**src/sv/eshd_pkg.sv**
```systemverilog
package eshd_pkg;

  // Micro-operations carried out by the datapath in one step.
  typedef enum logic [3:0] {
    OP_NOP,
    OP_LOAD,
    OP_RECIP,
    OP_REM,
    OP_DAYS,
    OP_WDAY,
    OP_YEAR,
    OP_MONTH,
    OP_MDAY,
    OP_HOUR,
    OP_EMIT
  } op_t;

  // Constant divisors of the reciprocal divide steps.
  typedef enum logic [2:0] {
    DV_DAY,
    DV_WEEK,
    DV_QUAD,
    DV_HOUR,
    DV_MIN
  } dsel_t;

  // How the step counter moves after a step.
  typedef enum logic [2:0] {
    JC_NEXT,
    JC_GOTO,
    JC_LOOP_MONTH,
    JC_WAIT_IN,
    JC_WAIT_FMT
  } jcond_t;

  localparam int unsigned PC_W = 5;

  typedef struct packed {
    op_t                op;
    dsel_t              dsel;
    jcond_t             jc;
    logic [PC_W-1:0]    target;
  } uword_t;

  // Control from the sequencer to the datapath.
  typedef struct packed {
    op_t              op;
    dsel_t            dsel;
  } dp_ctrl_t;

  // Calendar fields handed from the datapath to the formatter.
  typedef struct packed {
    logic [2:0] wday;
    logic [4:0] mday;
    logic [3:0] month;
    logic [7:0] year_off;
    logic [4:0] hour;
    logic [5:0] minute;
    logic [5:0] second;
  } fields_t;

  localparam logic [31:0] LAST_SECOND = 32'd4102444799;
  localparam int unsigned LINE_LEN    = 31;

endpackage

```
**src/sv/epoch_seconds_to_http_date_unit.sv**
```systemverilog
// Converts a Unix timestamp in seconds into the HTTP date line
// "Www, DD Mon YYYY HH:MM:SS GMT" followed by CR LF, sent as 31 beats of one
// ASCII character each; the line feed beat carries out_last_byte.
// Both channels use valid/ready; a beat moves when valid and ready are high
// at a rising clock edge. Timestamps past the end of 2099 read as the last
// second of 2099.
// A small microcoded sequencer drives a datapath that divides by constants
// with a reciprocal multiply and a multiply-back step each: seconds by 86400,
// days by 7, days by 1461, then a month walk and the hour and minute splits.
// From acceptance to hand-off the sequencer runs sixteen steps plus the month
// walk, which stays on its step once for each month visited. The output goes
// valid at the hand-off edge. The formatter holds the fields while it sends,
// so the sequencer takes and works on the next timestamp while the line goes
// out; the formatter takes a new set of fields once its last beat has moved.
// When the receiver stalls, the current character simply holds; the
// sequencer waits at hand-off until the formatter has sent its last beat.
// Synchronous reset clears the step counter and the output state; the block
// is ready for a timestamp as soon as reset is released.
module epoch_seconds_to_http_date_unit (
  input  logic        clk,
  input  logic        rst_n,
  input  logic        in_valid,
  output logic        in_ready,
  input  logic [31:0] in_epoch_seconds,
  output logic        out_valid,
  input  logic        out_ready,
  output logic [6:0]  out_text_byte,
  output logic        out_last_byte
);

  eshd_pkg::dp_ctrl_t ctrl;
  eshd_pkg::fields_t  fields;
  logic               month_done;
  logic               fmt_ready;
  logic               fmt_load;

  // Step counter and program table.
  eshd_sequencer u_seq (
    .clk        (clk),
    .rst_n      (rst_n),
    .in_valid   (in_valid),
    .month_done (month_done),
    .fmt_ready  (fmt_ready),
    .in_ready   (in_ready),
    .fmt_load   (fmt_load),
    .ctrl       (ctrl)
  );

  // Accumulator, quotient and the calendar field registers.
  eshd_datapath u_dp (
    .clk              (clk),
    .ctrl             (ctrl),
    .in_epoch_seconds (in_epoch_seconds),
    .month_done       (month_done),
    .fields           (fields)
  );

  // Holds one set of fields and streams the line out, one character a beat.
  eshd_formatter u_fmt (
    .clk           (clk),
    .rst_n         (rst_n),
    .load          (fmt_load),
    .fields        (fields),
    .ready         (fmt_ready),
    .out_valid     (out_valid),
    .out_ready     (out_ready),
    .out_text_byte (out_text_byte),
    .out_last_byte (out_last_byte)
  );

  // After taking a timestamp the sequencer moves on to the divide steps.
  a_in_one_cycle: assert property (@(posedge clk) disable iff (!rst_n)
    (in_valid && in_ready) |=> !in_ready)
    else $error("input still ready right after a timestamp was taken");

  // The formatter is loaded only while it has nothing left to send.
  a_load_idle: assert property (@(posedge clk) disable iff (!rst_n)
    fmt_load |-> !out_valid)
    else $error("formatter loaded while a line was still going out");

  // Once the line feed beat is taken the output goes idle.
  a_line_end: assert property (@(posedge clk) disable iff (!rst_n)
    (out_valid && out_ready && out_last_byte) |=> !out_valid)
    else $error("output still valid after the last beat of a line");

  // A line always starts at its first character.
  a_line_start: assert property (@(posedge clk) disable iff (!rst_n)
    fmt_load |=> (out_valid && !out_last_byte))
    else $error("line did not start at its first character");

endmodule

```
**src/sv/eshd_sequencer.sv**
```systemverilog
module eshd_sequencer (
  input  logic                clk,
  input  logic                rst_n,
  input  logic                in_valid,
  input  logic                month_done,
  input  logic                fmt_ready,
  output logic                in_ready,
  output logic                fmt_load,
  output eshd_pkg::dp_ctrl_t  ctrl
);

  logic [eshd_pkg::PC_W-1:0]  pc_r, pc_nxt;
  eshd_pkg::uword_t           uw;

  function automatic eshd_pkg::uword_t mk(input eshd_pkg::op_t op,
                                          input eshd_pkg::dsel_t ds,
                                          input eshd_pkg::jcond_t jc);
    eshd_pkg::uword_t w;
    w = '{op: op, dsel: ds, jc: jc, target: '0};
    return w;
  endfunction

  // The program. Every divide by a constant is a reciprocal multiply that
  // gives the quotient, followed by a multiply-back step that leaves the
  // remainder in the accumulator.
  function automatic eshd_pkg::uword_t rom(input logic [eshd_pkg::PC_W-1:0] a);
    eshd_pkg::uword_t w;
    unique case (a)
      5'd0:    w = mk(eshd_pkg::OP_LOAD,  eshd_pkg::DV_DAY,  eshd_pkg::JC_WAIT_IN);
      5'd1:    w = mk(eshd_pkg::OP_RECIP, eshd_pkg::DV_DAY,  eshd_pkg::JC_NEXT);
      5'd2:    w = mk(eshd_pkg::OP_REM,   eshd_pkg::DV_DAY,  eshd_pkg::JC_NEXT);
      5'd3:    w = mk(eshd_pkg::OP_DAYS,  eshd_pkg::DV_DAY,  eshd_pkg::JC_NEXT);
      5'd4:    w = mk(eshd_pkg::OP_RECIP, eshd_pkg::DV_WEEK, eshd_pkg::JC_NEXT);
      5'd5:    w = mk(eshd_pkg::OP_REM,   eshd_pkg::DV_WEEK, eshd_pkg::JC_NEXT);
      5'd6:    w = mk(eshd_pkg::OP_WDAY,  eshd_pkg::DV_WEEK, eshd_pkg::JC_NEXT);
      5'd7:    w = mk(eshd_pkg::OP_RECIP, eshd_pkg::DV_QUAD, eshd_pkg::JC_NEXT);
      5'd8:    w = mk(eshd_pkg::OP_REM,   eshd_pkg::DV_QUAD, eshd_pkg::JC_NEXT);
      5'd9:    w = mk(eshd_pkg::OP_YEAR,  eshd_pkg::DV_QUAD, eshd_pkg::JC_NEXT);
      5'd10:   w = mk(eshd_pkg::OP_MONTH, eshd_pkg::DV_QUAD, eshd_pkg::JC_LOOP_MONTH);
      5'd11:   w = mk(eshd_pkg::OP_MDAY,  eshd_pkg::DV_QUAD, eshd_pkg::JC_NEXT);
      5'd12:   w = mk(eshd_pkg::OP_RECIP, eshd_pkg::DV_HOUR, eshd_pkg::JC_NEXT);
      5'd13:   w = mk(eshd_pkg::OP_REM,   eshd_pkg::DV_HOUR, eshd_pkg::JC_NEXT);
      5'd14:   w = mk(eshd_pkg::OP_HOUR,  eshd_pkg::DV_HOUR, eshd_pkg::JC_NEXT);
      5'd15:   w = mk(eshd_pkg::OP_RECIP, eshd_pkg::DV_MIN,  eshd_pkg::JC_NEXT);
      5'd16:   w = mk(eshd_pkg::OP_REM,   eshd_pkg::DV_MIN,  eshd_pkg::JC_NEXT);
      5'd17:   w = mk(eshd_pkg::OP_EMIT,  eshd_pkg::DV_MIN,  eshd_pkg::JC_WAIT_FMT);
      default: w = mk(eshd_pkg::OP_NOP,   eshd_pkg::DV_DAY,  eshd_pkg::JC_GOTO);
    endcase
    return w;
  endfunction

  assign uw       = rom(pc_r);
  assign in_ready = (uw.op == eshd_pkg::OP_LOAD);
  assign fmt_load = (uw.op == eshd_pkg::OP_EMIT) && fmt_ready;
  assign ctrl     = '{op: uw.op, dsel: uw.dsel};

  always_comb begin
    pc_nxt = pc_r + 5'd1;
    unique case (uw.jc)
      eshd_pkg::JC_NEXT:       pc_nxt = pc_r + 5'd1;
      eshd_pkg::JC_GOTO:       pc_nxt = uw.target;
      eshd_pkg::JC_LOOP_MONTH: pc_nxt = month_done ? pc_r + 5'd1 : pc_r;
      eshd_pkg::JC_WAIT_IN:    pc_nxt = in_valid ? pc_r + 5'd1 : pc_r;
      eshd_pkg::JC_WAIT_FMT:   pc_nxt = fmt_ready ? uw.target : pc_r;
      default:                 pc_nxt = '0;
    endcase
  end

  always_ff @(posedge clk) begin
    if (!rst_n) begin
      pc_r <= '0;
    end else begin
      pc_r <= pc_nxt;
    end
  end

endmodule

```
**src/sv/eshd_datapath.sv**
```systemverilog
module eshd_datapath (
  input  logic                clk,
  input  eshd_pkg::dp_ctrl_t  ctrl,
  input  logic [31:0]         in_epoch_seconds,
  output logic                month_done,
  output eshd_pkg::fields_t   fields
);

  logic [31:0] acc_r, acc_nxt;
  logic [15:0] quo_r, quo_nxt;
  logic [15:0] days_r, days_nxt;
  logic [16:0] sod_r, sod_nxt;
  logic [2:0]  wday_r, wday_nxt;
  logic [7:0]  year_off_r, year_off_nxt;
  logic        leap_r, leap_nxt;
  logic [3:0]  month_r, month_nxt;
  logic [4:0]  mday_r, mday_nxt;
  logic [4:0]  hour_r, hour_nxt;

  logic [24:0] rcp_x;
  logic [25:0] rcp_m;
  logic [5:0]  rcp_k;
  logic [50:0] rcp_prod;
  logic [15:0] rcp_q;
  logic [32:0] back_prod;
  logic [4:0]  mlen;
  logic [3:0]  wsum;
  logic [10:0] qrem;
  logic [1:0]  yq;
  logic [10:0] ycum;

  function automatic logic [16:0] divisor(input eshd_pkg::dsel_t d);
    logic [16:0] v;
    unique case (d)
      eshd_pkg::DV_DAY:  v = 17'd86400;
      eshd_pkg::DV_WEEK: v = 17'd7;
      eshd_pkg::DV_QUAD: v = 17'd1461;
      eshd_pkg::DV_HOUR: v = 17'd3600;
      eshd_pkg::DV_MIN:  v = 17'd60;
      default:           v = 17'd1;
    endcase
    return v;
  endfunction

  function automatic logic [4:0] mon_len(input logic [3:0] m, input logic leap);
    logic [4:0] v;
    unique case (m)
      4'd1:                         v = leap ? 5'd29 : 5'd28;
      4'd3, 4'd5, 4'd8, 4'd10:      v = 5'd30;
      default:                      v = 5'd31;
    endcase
    return v;
  endfunction

  // The dividend drops the divisor's power-of-two factor first; then
  // (x * m) >> k is the exact quotient over every value x can take here.
  always_comb begin
    unique case (ctrl.dsel)
      eshd_pkg::DV_DAY: begin
        rcp_x = acc_r[31:7];
        rcp_m = 26'd50903317;
        rcp_k = 6'd35;
      end
      eshd_pkg::DV_WEEK: begin
        rcp_x = {9'd0, acc_r[15:0]};
        rcp_m = 26'd74899;
        rcp_k = 6'd19;
      end
      eshd_pkg::DV_QUAD: begin
        rcp_x = {9'd0, acc_r[15:0]};
        rcp_m = 26'd91868;
        rcp_k = 6'd27;
      end
      eshd_pkg::DV_HOUR: begin
        rcp_x = {12'd0, acc_r[16:4]};
        rcp_m = 26'd9321;
        rcp_k = 6'd21;
      end
      eshd_pkg::DV_MIN: begin
        rcp_x = {15'd0, acc_r[11:2]};
        rcp_m = 26'd1093;
        rcp_k = 6'd14;
      end
      default: begin
        rcp_x = acc_r[24:0];
        rcp_m = 26'd1;
        rcp_k = 6'd0;
      end
    endcase
  end

  assign rcp_prod   = {26'd0, rcp_x} * {25'd0, rcp_m};
  assign rcp_q      = 16'(rcp_prod >> rcp_k);
  assign back_prod  = {17'd0, quo_r} * {16'd0, divisor(ctrl.dsel)};
  assign mlen       = mon_len(month_r, leap_r);
  assign month_done = (acc_r < {27'd0, mlen}) || (month_r == 4'd11);
  assign wsum       = {1'b0, acc_r[2:0]} + 4'd4;
  assign qrem       = acc_r[10:0];

  // Place within the four-year cycle that starts in 1970; its third year is leap.
  always_comb begin
    priority if (qrem < 11'd365) begin
      yq = 2'd0; ycum = 11'd0;
    end else if (qrem < 11'd730) begin
      yq = 2'd1; ycum = 11'd365;
    end else if (qrem < 11'd1096) begin
      yq = 2'd2; ycum = 11'd730;
    end else begin
      yq = 2'd3; ycum = 11'd1096;
    end
  end

  always_comb begin
    acc_nxt      = acc_r;
    quo_nxt      = quo_r;
    days_nxt     = days_r;
    sod_nxt      = sod_r;
    wday_nxt     = wday_r;
    year_off_nxt = year_off_r;
    leap_nxt     = leap_r;
    month_nxt    = month_r;
    mday_nxt     = mday_r;
    hour_nxt     = hour_r;
    unique case (ctrl.op)
      eshd_pkg::OP_LOAD: begin
        acc_nxt = (in_epoch_seconds > eshd_pkg::LAST_SECOND) ?
                  eshd_pkg::LAST_SECOND : in_epoch_seconds;
      end
      eshd_pkg::OP_RECIP: quo_nxt = rcp_q;
      eshd_pkg::OP_REM:   acc_nxt = acc_r - back_prod[31:0];
      eshd_pkg::OP_DAYS: begin
        sod_nxt  = acc_r[16:0];
        days_nxt = quo_r;
        acc_nxt  = {16'd0, quo_r};
      end
      eshd_pkg::OP_WDAY: begin
        wday_nxt = (wsum >= 4'd7) ? 3'(wsum - 4'd7) : wsum[2:0];
        acc_nxt  = {16'd0, days_r};
      end
      eshd_pkg::OP_YEAR: begin
        year_off_nxt = {quo_r[5:0], yq};
        leap_nxt     = (yq == 2'd2);
        month_nxt    = '0;
        acc_nxt      = {21'd0, qrem - ycum};
      end
      eshd_pkg::OP_MONTH: begin
        if (!month_done) begin
          acc_nxt   = acc_r - {27'd0, mlen};
          month_nxt = month_r + 4'd1;
        end
      end
      eshd_pkg::OP_MDAY: begin
        mday_nxt = acc_r[4:0] + 5'd1;
        acc_nxt  = {15'd0, sod_r};
      end
      eshd_pkg::OP_HOUR: hour_nxt = quo_r[4:0];
      eshd_pkg::OP_NOP, eshd_pkg::OP_EMIT: begin
      end
      default: begin
      end
    endcase
  end

  always_ff @(posedge clk) begin
    acc_r      <= acc_nxt;
    quo_r      <= quo_nxt;
    days_r     <= days_nxt;
    sod_r      <= sod_nxt;
    wday_r     <= wday_nxt;
    year_off_r <= year_off_nxt;
    leap_r     <= leap_nxt;
    month_r    <= month_nxt;
    mday_r     <= mday_nxt;
    hour_r     <= hour_nxt;
  end

  // Minutes and seconds are still in the quotient and remainder at hand-off.
  assign fields = '{wday: wday_r, mday: mday_r, month: month_r, year_off: year_off_r,
                    hour: hour_r, minute: quo_r[5:0], second: acc_r[5:0]};

endmodule

```
**src/sv/eshd_formatter.sv**
```systemverilog
module eshd_formatter (
  input  logic               clk,
  input  logic               rst_n,
  input  logic               load,
  input  eshd_pkg::fields_t  fields,
  output logic               ready,
  output logic               out_valid,
  input  logic               out_ready,
  output logic [6:0]         out_text_byte,
  output logic               out_last_byte
);

  localparam logic [6:0] CH_ZERO  = 7'h30;
  localparam logic [6:0] CH_SPACE = 7'h20;
  localparam logic [6:0] CH_COMMA = 7'h2C;
  localparam logic [6:0] CH_COLON = 7'h3A;
  localparam logic [6:0] CH_CR    = 7'h0D;
  localparam logic [6:0] CH_LF    = 7'h0A;
  localparam logic [6:0] CH_G     = 7'h47;
  localparam logic [6:0] CH_M     = 7'h4D;
  localparam logic [6:0] CH_T     = 7'h54;
  localparam logic [4:0] LAST_POS = 5'(eshd_pkg::LINE_LEN - 1);

  logic              busy_r, busy_nxt;
  logic [4:0]        pos_r, pos_nxt;
  eshd_pkg::fields_t fld_r, fld_nxt;

  logic [2:0][6:0]   wname, mname;
  logic [6:0]        yy;
  logic [7:0]        d_mday, d_year, d_hour, d_min, d_sec;
  logic              modern;

  function automatic logic [2:0][6:0] pack3(input logic [23:0] s);
    return {s[22:16], s[14:8], s[6:0]};
  endfunction

  function automatic logic [2:0][6:0] wday_name(input logic [2:0] w);
    logic [2:0][6:0] n;
    unique case (w)
      3'd1:    n = pack3("Mon");
      3'd2:    n = pack3("Tue");
      3'd3:    n = pack3("Wed");
      3'd4:    n = pack3("Thu");
      3'd5:    n = pack3("Fri");
      3'd6:    n = pack3("Sat");
      default: n = pack3("Sun");
    endcase
    return n;
  endfunction

  function automatic logic [2:0][6:0] mon_name(input logic [3:0] m);
    logic [2:0][6:0] n;
    unique case (m)
      4'd1:    n = pack3("Feb");
      4'd2:    n = pack3("Mar");
      4'd3:    n = pack3("Apr");
      4'd4:    n = pack3("May");
      4'd5:    n = pack3("Jun");
      4'd6:    n = pack3("Jul");
      4'd7:    n = pack3("Aug");
      4'd8:    n = pack3("Sep");
      4'd9:    n = pack3("Oct");
      4'd10:   n = pack3("Nov");
      4'd11:   n = pack3("Dec");
      default: n = pack3("Jan");
    endcase
    return n;
  endfunction

  // Tens and ones of a value below 100; v*205 >> 11 equals v/10 there.
  function automatic logic [7:0] two_digit(input logic [6:0] v);
    logic [14:0] prod;
    logic [3:0]  tens;
    logic [6:0]  ones;
    prod = {8'd0, v} * 15'd205;
    tens = prod[14:11];
    ones = v - ({3'd0, tens} * 7'd10);
    return {tens, ones[3:0]};
  endfunction

  function automatic logic [6:0] dig(input logic [3:0] d);
    return CH_ZERO + {3'd0, d};
  endfunction

  assign wname  = wday_name(fld_r.wday);
  assign mname  = mon_name(fld_r.month);
  assign modern = (fld_r.year_off >= 8'd30);
  assign yy     = modern ? 7'(fld_r.year_off - 8'd30) : 7'(fld_r.year_off + 8'd70);
  assign d_mday = two_digit({2'd0, fld_r.mday});
  assign d_year = two_digit(yy);
  assign d_hour = two_digit({2'd0, fld_r.hour});
  assign d_min  = two_digit({1'd0, fld_r.minute});
  assign d_sec  = two_digit({1'd0, fld_r.second});

  always_comb begin
    unique case (pos_r)
      5'd0:    out_text_byte = wname[2];
      5'd1:    out_text_byte = wname[1];
      5'd2:    out_text_byte = wname[0];
      5'd3:    out_text_byte = CH_COMMA;
      5'd5:    out_text_byte = dig(d_mday[7:4]);
      5'd6:    out_text_byte = dig(d_mday[3:0]);
      5'd8:    out_text_byte = mname[2];
      5'd9:    out_text_byte = mname[1];
      5'd10:   out_text_byte = mname[0];
      5'd12:   out_text_byte = modern ? dig(4'd2) : dig(4'd1);
      5'd13:   out_text_byte = modern ? dig(4'd0) : dig(4'd9);
      5'd14:   out_text_byte = dig(d_year[7:4]);
      5'd15:   out_text_byte = dig(d_year[3:0]);
      5'd17:   out_text_byte = dig(d_hour[7:4]);
      5'd18:   out_text_byte = dig(d_hour[3:0]);
      5'd19:   out_text_byte = CH_COLON;
      5'd20:   out_text_byte = dig(d_min[7:4]);
      5'd21:   out_text_byte = dig(d_min[3:0]);
      5'd22:   out_text_byte = CH_COLON;
      5'd23:   out_text_byte = dig(d_sec[7:4]);
      5'd24:   out_text_byte = dig(d_sec[3:0]);
      5'd26:   out_text_byte = CH_G;
      5'd27:   out_text_byte = CH_M;
      5'd28:   out_text_byte = CH_T;
      5'd29:   out_text_byte = CH_CR;
      5'd30:   out_text_byte = CH_LF;
      default: out_text_byte = CH_SPACE;
    endcase
  end

  assign ready         = !busy_r;
  assign out_valid     = busy_r;
  assign out_last_byte = (pos_r == LAST_POS);

  always_comb begin
    busy_nxt = busy_r;
    pos_nxt  = pos_r;
    fld_nxt  = fld_r;
    if (load) begin
      busy_nxt = 1'b1;
      pos_nxt  = '0;
      fld_nxt  = fields;
    end else if (busy_r && out_ready) begin
      if (out_last_byte) begin
        busy_nxt = 1'b0;
      end else begin
        pos_nxt = pos_r + 5'd1;
      end
    end
  end

  always_ff @(posedge clk) begin
    if (!rst_n) begin
      busy_r <= 1'b0;
      pos_r  <= '0;
    end else begin
      busy_r <= busy_nxt;
      pos_r  <= pos_nxt;
    end
  end

  always_ff @(posedge clk) begin
    fld_r <= fld_nxt;
  end

endmodule
```
**config.mk**
```make
export PLATFORM = sky130hd
export DESIGN_NAME = epoch_seconds_to_http_date_unit
export DESIGN_NICKNAME = d
export VERILOG_FILES = /design/src/sv/eshd_pkg.sv /design/src/sv/epoch_seconds_to_http_date_unit.sv /design/src/sv/eshd_sequencer.sv /design/src/sv/eshd_datapath.sv /design/src/sv/eshd_formatter.sv
export SDC_FILE = /design/constraint.sdc
export NUM_CORES = 2
export LEC_CHECK = 0
export CAP_MARGIN = 20
export CORE_ASPECT_RATIO = 0.7
export CORE_UTILIZATION = 40
export DETAILED_ROUTE_END_ITERATION = 10
export DONT_BUFFER_PORTS = 1
export HOLD_SLACK_MARGIN = 0.12
export RECOVER_POWER = 100
export SETUP_SLACK_MARGIN = 0.05
export SYNTH_ARGS = -nofsm -noshare
export SYNTH_HDL_FRONTEND = slang
export SYNTH_SLANG_ARGS = --single-unit
export TNS_END_PERCENT = 1
```
**constraint.sdc**
```tcl
create_clock -name clk -period 10.5 [get_ports clk]
set_clock_uncertainty 0.2 [all_clocks]
set_input_delay 1.05 -clock clk [delete_from_list [all_inputs] [get_ports clk]]
set_output_delay 1.05 -clock clk [all_outputs]
set_load 0.02 [all_outputs]
```
### Word-level counts from Yosys, hierarchy flattened

Memory sizes are Yosys's and may differ from the RTL's. A register that Yosys moved wholly into a read port is not among the register bits.
Index checks and enable logic that the tools add are counted.
W data, S select, Z words.

| storage, ports and cells | value |
|---|---|
| register bits | 155 |
| ROM bits | 560 |
| bits of input ports | 36 |
| output and inout bits | 10 |
| word-level logic and storage cells | 183 |
| memories | 2 |

| cells by class | value |
|---|---|
| add/sub/neg operators | 26 |
| multipliers | 12 |
| $lt $le $gt $ge | 7 |
| equality and inequality tests | 60 |
| shifts and indexed selects | 1 |
| multiplexer cells | 33 |
| bitwise operators | 2 |
| reductions and logical operators | 20 |

Memories:

| memory | depth | bits a word | read ports | clocked after Yosys merged registers in | wr ports | line | text |
|---|---|---|---|---|---|---|---|
| (name not given) | 32 | 10 | 1 | 1 | 0 | eshd_sequencer.sv:28 | `unique case (a)` |
| (name not given) | 16 | 15 | 1 | 1 | 0 | eshd_formatter.sv:53 | `unique case (m)` |

Operators by type and width:

| kind | count |
|---|---|
| $pmux W32 S7 | 1 |
| $pmux W7 S25 | 1 |
| $pmux W26 S5 | 1 |
| $pmux W19 S6 | 1 |
| $pmux W25 S4 | 1 |
| $pmux W17 S5 | 1 |
| $eq A5 B5 Y1 const B | 13 |
| $mux W32 | 2 |
| $mul A25 B26 Y51 | 1 |
| $shr A51 B6 Y16 | 1 |
| $add A6 B4 Y7 const A | 6 |
| $eq A5 B4 Y1 const B | 7 |
| $mux W11 | 3 |
| $gt A32 B32 Y1 const B | 1 |
| $lt A32 B5 Y1 | 1 |
| $mul A16 B17 Y32 | 1 |
| $sub A32 B32 Y32 | 1 |
| $sub A32 B5 Y32 | 1 |
| $pmux W6 S5 | 1 |
| $mul A6 B8 Y14 const B | 2 |
| $mul A5 B8 Y13 const B | 2 |
| $mux W5 | 5 |
| $pmux W5 S5 | 1 |
| $eq A4 B4 Y1 const B | 6 |
| other kinds (50) | 100 |

### Depth between registers and ports, before layout

| logic depth | value |
|---|---|
| depth in word-level cells | 9 |
| mapped depth | 33 |
| gate-level depth less buffers | 31 |

### Modules after synthesis

A second synthesis with hierarchy kept.

| unflattened totals | value |
|---|---|
| cell total of the unflattened synthesis | 4256 |
| area total of the unflattened synthesis | 39356.5 µm² |

By module, submodules not included:

| module | instances | cells an instance | area an instance (µm²) |
|---|---|---|---|
| eshd_datapath | 1 | 3458 | 31801.8 |
| eshd_formatter | 1 | 690 | 6566.3 |
| eshd_sequencer | 1 | 108 | 988.4 |

### Worst setup path after synthesis

OpenSTA, ideal clock, no wires.

| path | value |
|---|---|
| path kind | reg-to-reg |
| start point | reg, netlist name u_seq.uw[10] |
| end point | reg u_dp.quo_r[7] (data pin) |
| library setup time | 146 ps |
| data arrival time | 7907 ps |
| required time | 10154 ps |
| setup slack | 2247 ps |
| stages on the path, launching flop included | 30 |
| period minus slack after synthesis | 8253 ps |
| path through | dfxtp_1 -> clkbuf_1 -> inv_1 -> nand2_1 -> nor2_1 -> nor2_1 -> nand2_1 -> o211ai_1 -> nand2_1 -> fa_1 -> inv_1 -> fa_1 -> inv_1 -> fa_1 -> inv_1 -> fa_1 -> inv_1 -> fa_1 -> fa_1 -> fa_1 -> inv_1 -> ha_1 -> clkbuf_1 -> nand2_1 -> or3_1 -> o21ai_1 -> a2111oi_0 -> or3_1 -> mux4_2 -> a21oi_1 |

| between the ends | value |
|---|---|
| word-level cells in the longest chain between the ends | 5 |
| elaborated cells between the ends (all ways) | 11 |
| classes of those cells | mul (1); eq/ne (4); shift (1); mux (3); reduce/logical (2) |

RTL lines:

| item | line | text |
|---|---|---|
| $eq A3 B1 Y1 / $eq A3 B2 Y1 (equally long branches) | eshd_datapath.sv:58 | `unique case (ctrl.dsel)` |
| $reduce_or A2 Y1 (no source line) | n/a |  |
| $pmux W25 S4 | eshd_datapath.sv:58 |  |
| $mul A25 B26 Y51 | eshd_datapath.sv:92 | `assign rcp_prod = {26'd0, rcp_x} * {25'd0, rcp_m};` |
| $shr A51 B6 Y16 (*) | eshd_datapath.sv:93 | `assign rcp_q = 16'(rcp_prod >> rcp_k);` |
| via u_dp.rcp_q[7] | eshd_datapath.sv:24 | `logic [15:0] rcp_q;` |
| end signal, assigned | eshd_datapath.sv:166 | `quo_r <= quo_nxt;` |
| end, declared | eshd_datapath.sv:10 | `logic [15:0] quo_r, quo_nxt;` |

The timed path passes the listed nets; every way through them passes the cells marked *.
A chain may end at the register's enable or synchronous reset.

### Final worst setup path

| path | value |
|---|---|
| start point | reg, netlist name u_seq.uw[9] |
| end point | reg u_dp.quo_r[12] (data pin) |

| between the ends | value |
|---|---|
| word-level cells in the longest chain between the ends | 5 |
| elaborated cells between the ends (all ways) | 11 |
| classes of those cells | mul (1); eq/ne (4); shift (1); mux (3); reduce/logical (2) |

RTL lines:

| item | line |
|---|---|
| $eq A3 B1 Y1 / $eq A3 B2 Y1 (equally long branches) | eshd_datapath.sv:58 |
| $reduce_or A2 Y1 (no source line) | n/a |
| $pmux W25 S4 | eshd_datapath.sv:58 |
| $mul A25 B26 Y51 | eshd_datapath.sv:92 |
| $shr A51 B6 Y16 (*) | eshd_datapath.sv:93 |
| via u_dp.rcp_q[12] | eshd_datapath.sv:24 |

Marked as above.

==> metrics.csv <==
metric;value;unit
Final min period;10.01;ns
CTS max path bufs;2;
Final Cycle Share;95.32;%
clk slew on worst S/H paths;0.09;ns
post-synthesis instance total;4257;
Hold Fails Final Rpt;0;
DR pass1 iterations;7;
Sequential Area;5047;um2
H-tree levels;4;
Core ar.;96640;um2
Worst path slowest cell;nor2_1;
Unique masters post-synth;91;
ys flop type;edfxtp_1;
post-synth top area cell;fa_1;
post-synthesis register bit count;180;
Async SR Flop Fraction;0;%
Startpoint Class;flop;
die area;99420;um2
WP buf/inv;6;
TNS Setup;0;ns
RSZ-0062 raised after global routing;no;
clock sink count;180;
Routed WL per cell;22.76;um
most used cell, CP;fa_1;
# hold bufs at CTS;0;
synth-to-layout area growth;6.658;%
slowest stage delay, CP;0.75;ns
status;finished with violations;
Fillers;9476;
Die Ht;264.1;um
Arrival @ worst endpoint;10.10;ns
count of final max-slew check failures;143;
failing checks;max-capacitance violations, max-slew violations;
I/O Buffers;0;
Post-synth EDFFs;144;
CP max FO;8;
routed vias/inst;5.504;
Multi-input gate area;30540;um2
Post-CTS Setup Bufs;0;
GRT Util Overall;26.19;%
Req. time, crit path;10.59;ns
Remaining DRCs;0;
Initial Utilization;40.63;%
Row Count;95;
number of global-route vias before repair;30440;
Warnings, synthesis;0;
via count;31000;
DRT iter0 DRCs;3431;
Design Area, Final;41870;um2
Synth area leaders;fa_1 32%, ha_1 17%, edfxtp_1 11%;
max_slew headroom;-79.08;%
I/O Pins;46;
sequential share of the synthesized area;12.85;%
commonest non-fill, non-tap cell in the layout;inv_1;
area share of the largest cell type after synthesis;31.87;%
Final Setup Violations;0;
CTS tree;built;
placed inst area;41390;um2
antenna violations before repair;8;
Setup crit end kind;flop;
DP Wirelength;107.9;mm
largest net degree at the start of global routing;50;
Crit path max-delay family;adder cells;
Routed Antenna Nets;0;
Final nets;5500;
Setup CP Type;flop to flop;
HP Class;flop to flop;
gr ovfl total;0;
Placer Congestion;1.015;
Clk Latency, worst-skew pair;0.49;ns
Cell Area, Synth;39260;um2
Root Buffer;clkbuf_16;
fmax;99.91;MHz
Post-CTS Resized;0;
most frequent cells in the layout;895 x inv_1, 625 x fa_1, 535 x ha_1, 325 x nand2_1, 246 x nor2_1;
average instance area after synthesis;9.222;um2
final wirelength;128.2;mm
Die X;376.4;um
max cap viols;4;
first-pass GRT wire length;194.0;mm
Inserted Clock Buffers;17;
worst slew pin tran;2.686;ns
share of layout cells above drive strength 1;3.544;%
-- state kept, by name, summed over array words and instances, names as in the netlist --
signal           count
u_fmt.mname         15
u_dp.days_r         16
u_dp.acc_r          32
u_seq.pc_r           5
u_dp.leap_r          1
u_dp.sod_r          17
u_dp.quo_r          16
u_dp.month_r         4
u_seq.uw            10
u_dp.mday_r          5
u_fmt.out_valid      1
u_dp.year_off_r      8
u_fmt.pos_r          5
u_dp.hour_r          5
u_dp.wday_r          3
u_fmt.fld_r         37
-- Yosys cell counts, types with 61 or more instances --
library cell,n
edfxtp_1,144
nor3_1,61
inv_1,895
nand2_1,325
a21oi_1,167
o21ai_0,127
clkbuf_1,143
and2_1,62
xnor2_1,98
and3_1,99
ha_1,535
fa_1,625
nor2_1,249
-- metal layers --
| layer | wire, um | GRT usage [%] | up-vias | share of wire (%) |
|---|---|---|---|---|
| met3 | 15180 | 8.932 | 147 | 12 |
| met2 | 49370 | 35.46 | 1461 | 39 |
| met1 | 60260 | 39.60 | 15420 | 47 |
| li1 | - | - | 13970 | - |
| met4 | 3136 | 5.658 | 4 | 2.4 |
| met5 | 240 | 0 | - | 0.19 |
-- logic make-up (layout without fill, tap and decap cells) --
logic type,after synthesis,after routing,share of synthesized area [%]
adders and majority gates,1160,1160,48.92
other,2,91,0.01913
xor gates and xnor gates,144,144,3.283
and+or+nand+nor,1031,1031,12.77
buffers and inverters,1049,1027,10.05
DFF,180,180,12.85
muxes,38,38,1.026
AOI/OAI and AO/OA,653,653,11.08
-- path summary, 6_finish.rpt --
check,from,end,slack (ns),cells past startpoint
worst max register to register,u_seq.uw[9]$_SDFF_PP0_,u_dp.quo_r[12]$_DFFE_PN_,0.49,26
worst min-delay path,u_dp.year_off_r[4]$_DFFE_PP_,u_fmt.fld_r[21]$_DFFE_PP_,0.22,0
worst max-delay path,u_seq.uw[9]$_SDFF_PP0_,u_dp.quo_r[12]$_DFFE_PN_,0.49,26
worst min register to register,u_dp.year_off_r[4]$_DFFE_PP_,u_fmt.fld_r[21]$_DFFE_PP_,0.22,0
-- layout make-up --
class	instances	share of cell area [%]
Antenna cell	7	0.04183
Clock buffer	17	1.016
Clock inverter	15	0.4303
Inverter	898	8.050
Multi-Input combinational cell	3110	72.92
Sequential cell	180	12.05
Tap cell	1309	3.911
Timing Repair Buffer	97	1.572
-- per-stage QoR --
stage	hold WS [ns]	cells	utilization, %	setup slack [ns]
finish	0.2205	5633	43.33	0.4910
global route	0.2297	5626	43.31	0.3134
CTS	0.2226	5623	43.46	0.9466
detailed placement	0.2052	5591	42.83	0.9994
global placement	0.2010	5591	42.83	0.8986
floorplan	0.2003	4339	-	2.247
-- worst register-to-register path, stage by stage (launching register included) --
cell and delay [ns]:
dfxtp_1 0.43, clkinv_1 0.25, nor2_1 0.75, clkbuf_1 0.45, a221oi_1 0.17, o21ai_1 0.17, buf_4 0.22, nand2_1 0.18
fa_1 0.58, inv_1 0.07, fa_1 0.55, inv_1 0.07, fa_1 0.51, fa_1 0.56, fa_1 0.44, fa_1 0.53
fa_1 0.59, inv_1 0.06, ha_1 0.41, nand2_1 0.19, or3_1 0.41, o21ai_1 0.62, a21boi_0 0.24, xnor2_1 0.41
o22ai_1 0.14, a211o_1 0.31, a221oi_1 0.33
Power is left out: the tool's default activity adds up to more than one toggle a clock period on the data nets, which glitch-free logic cannot reach.
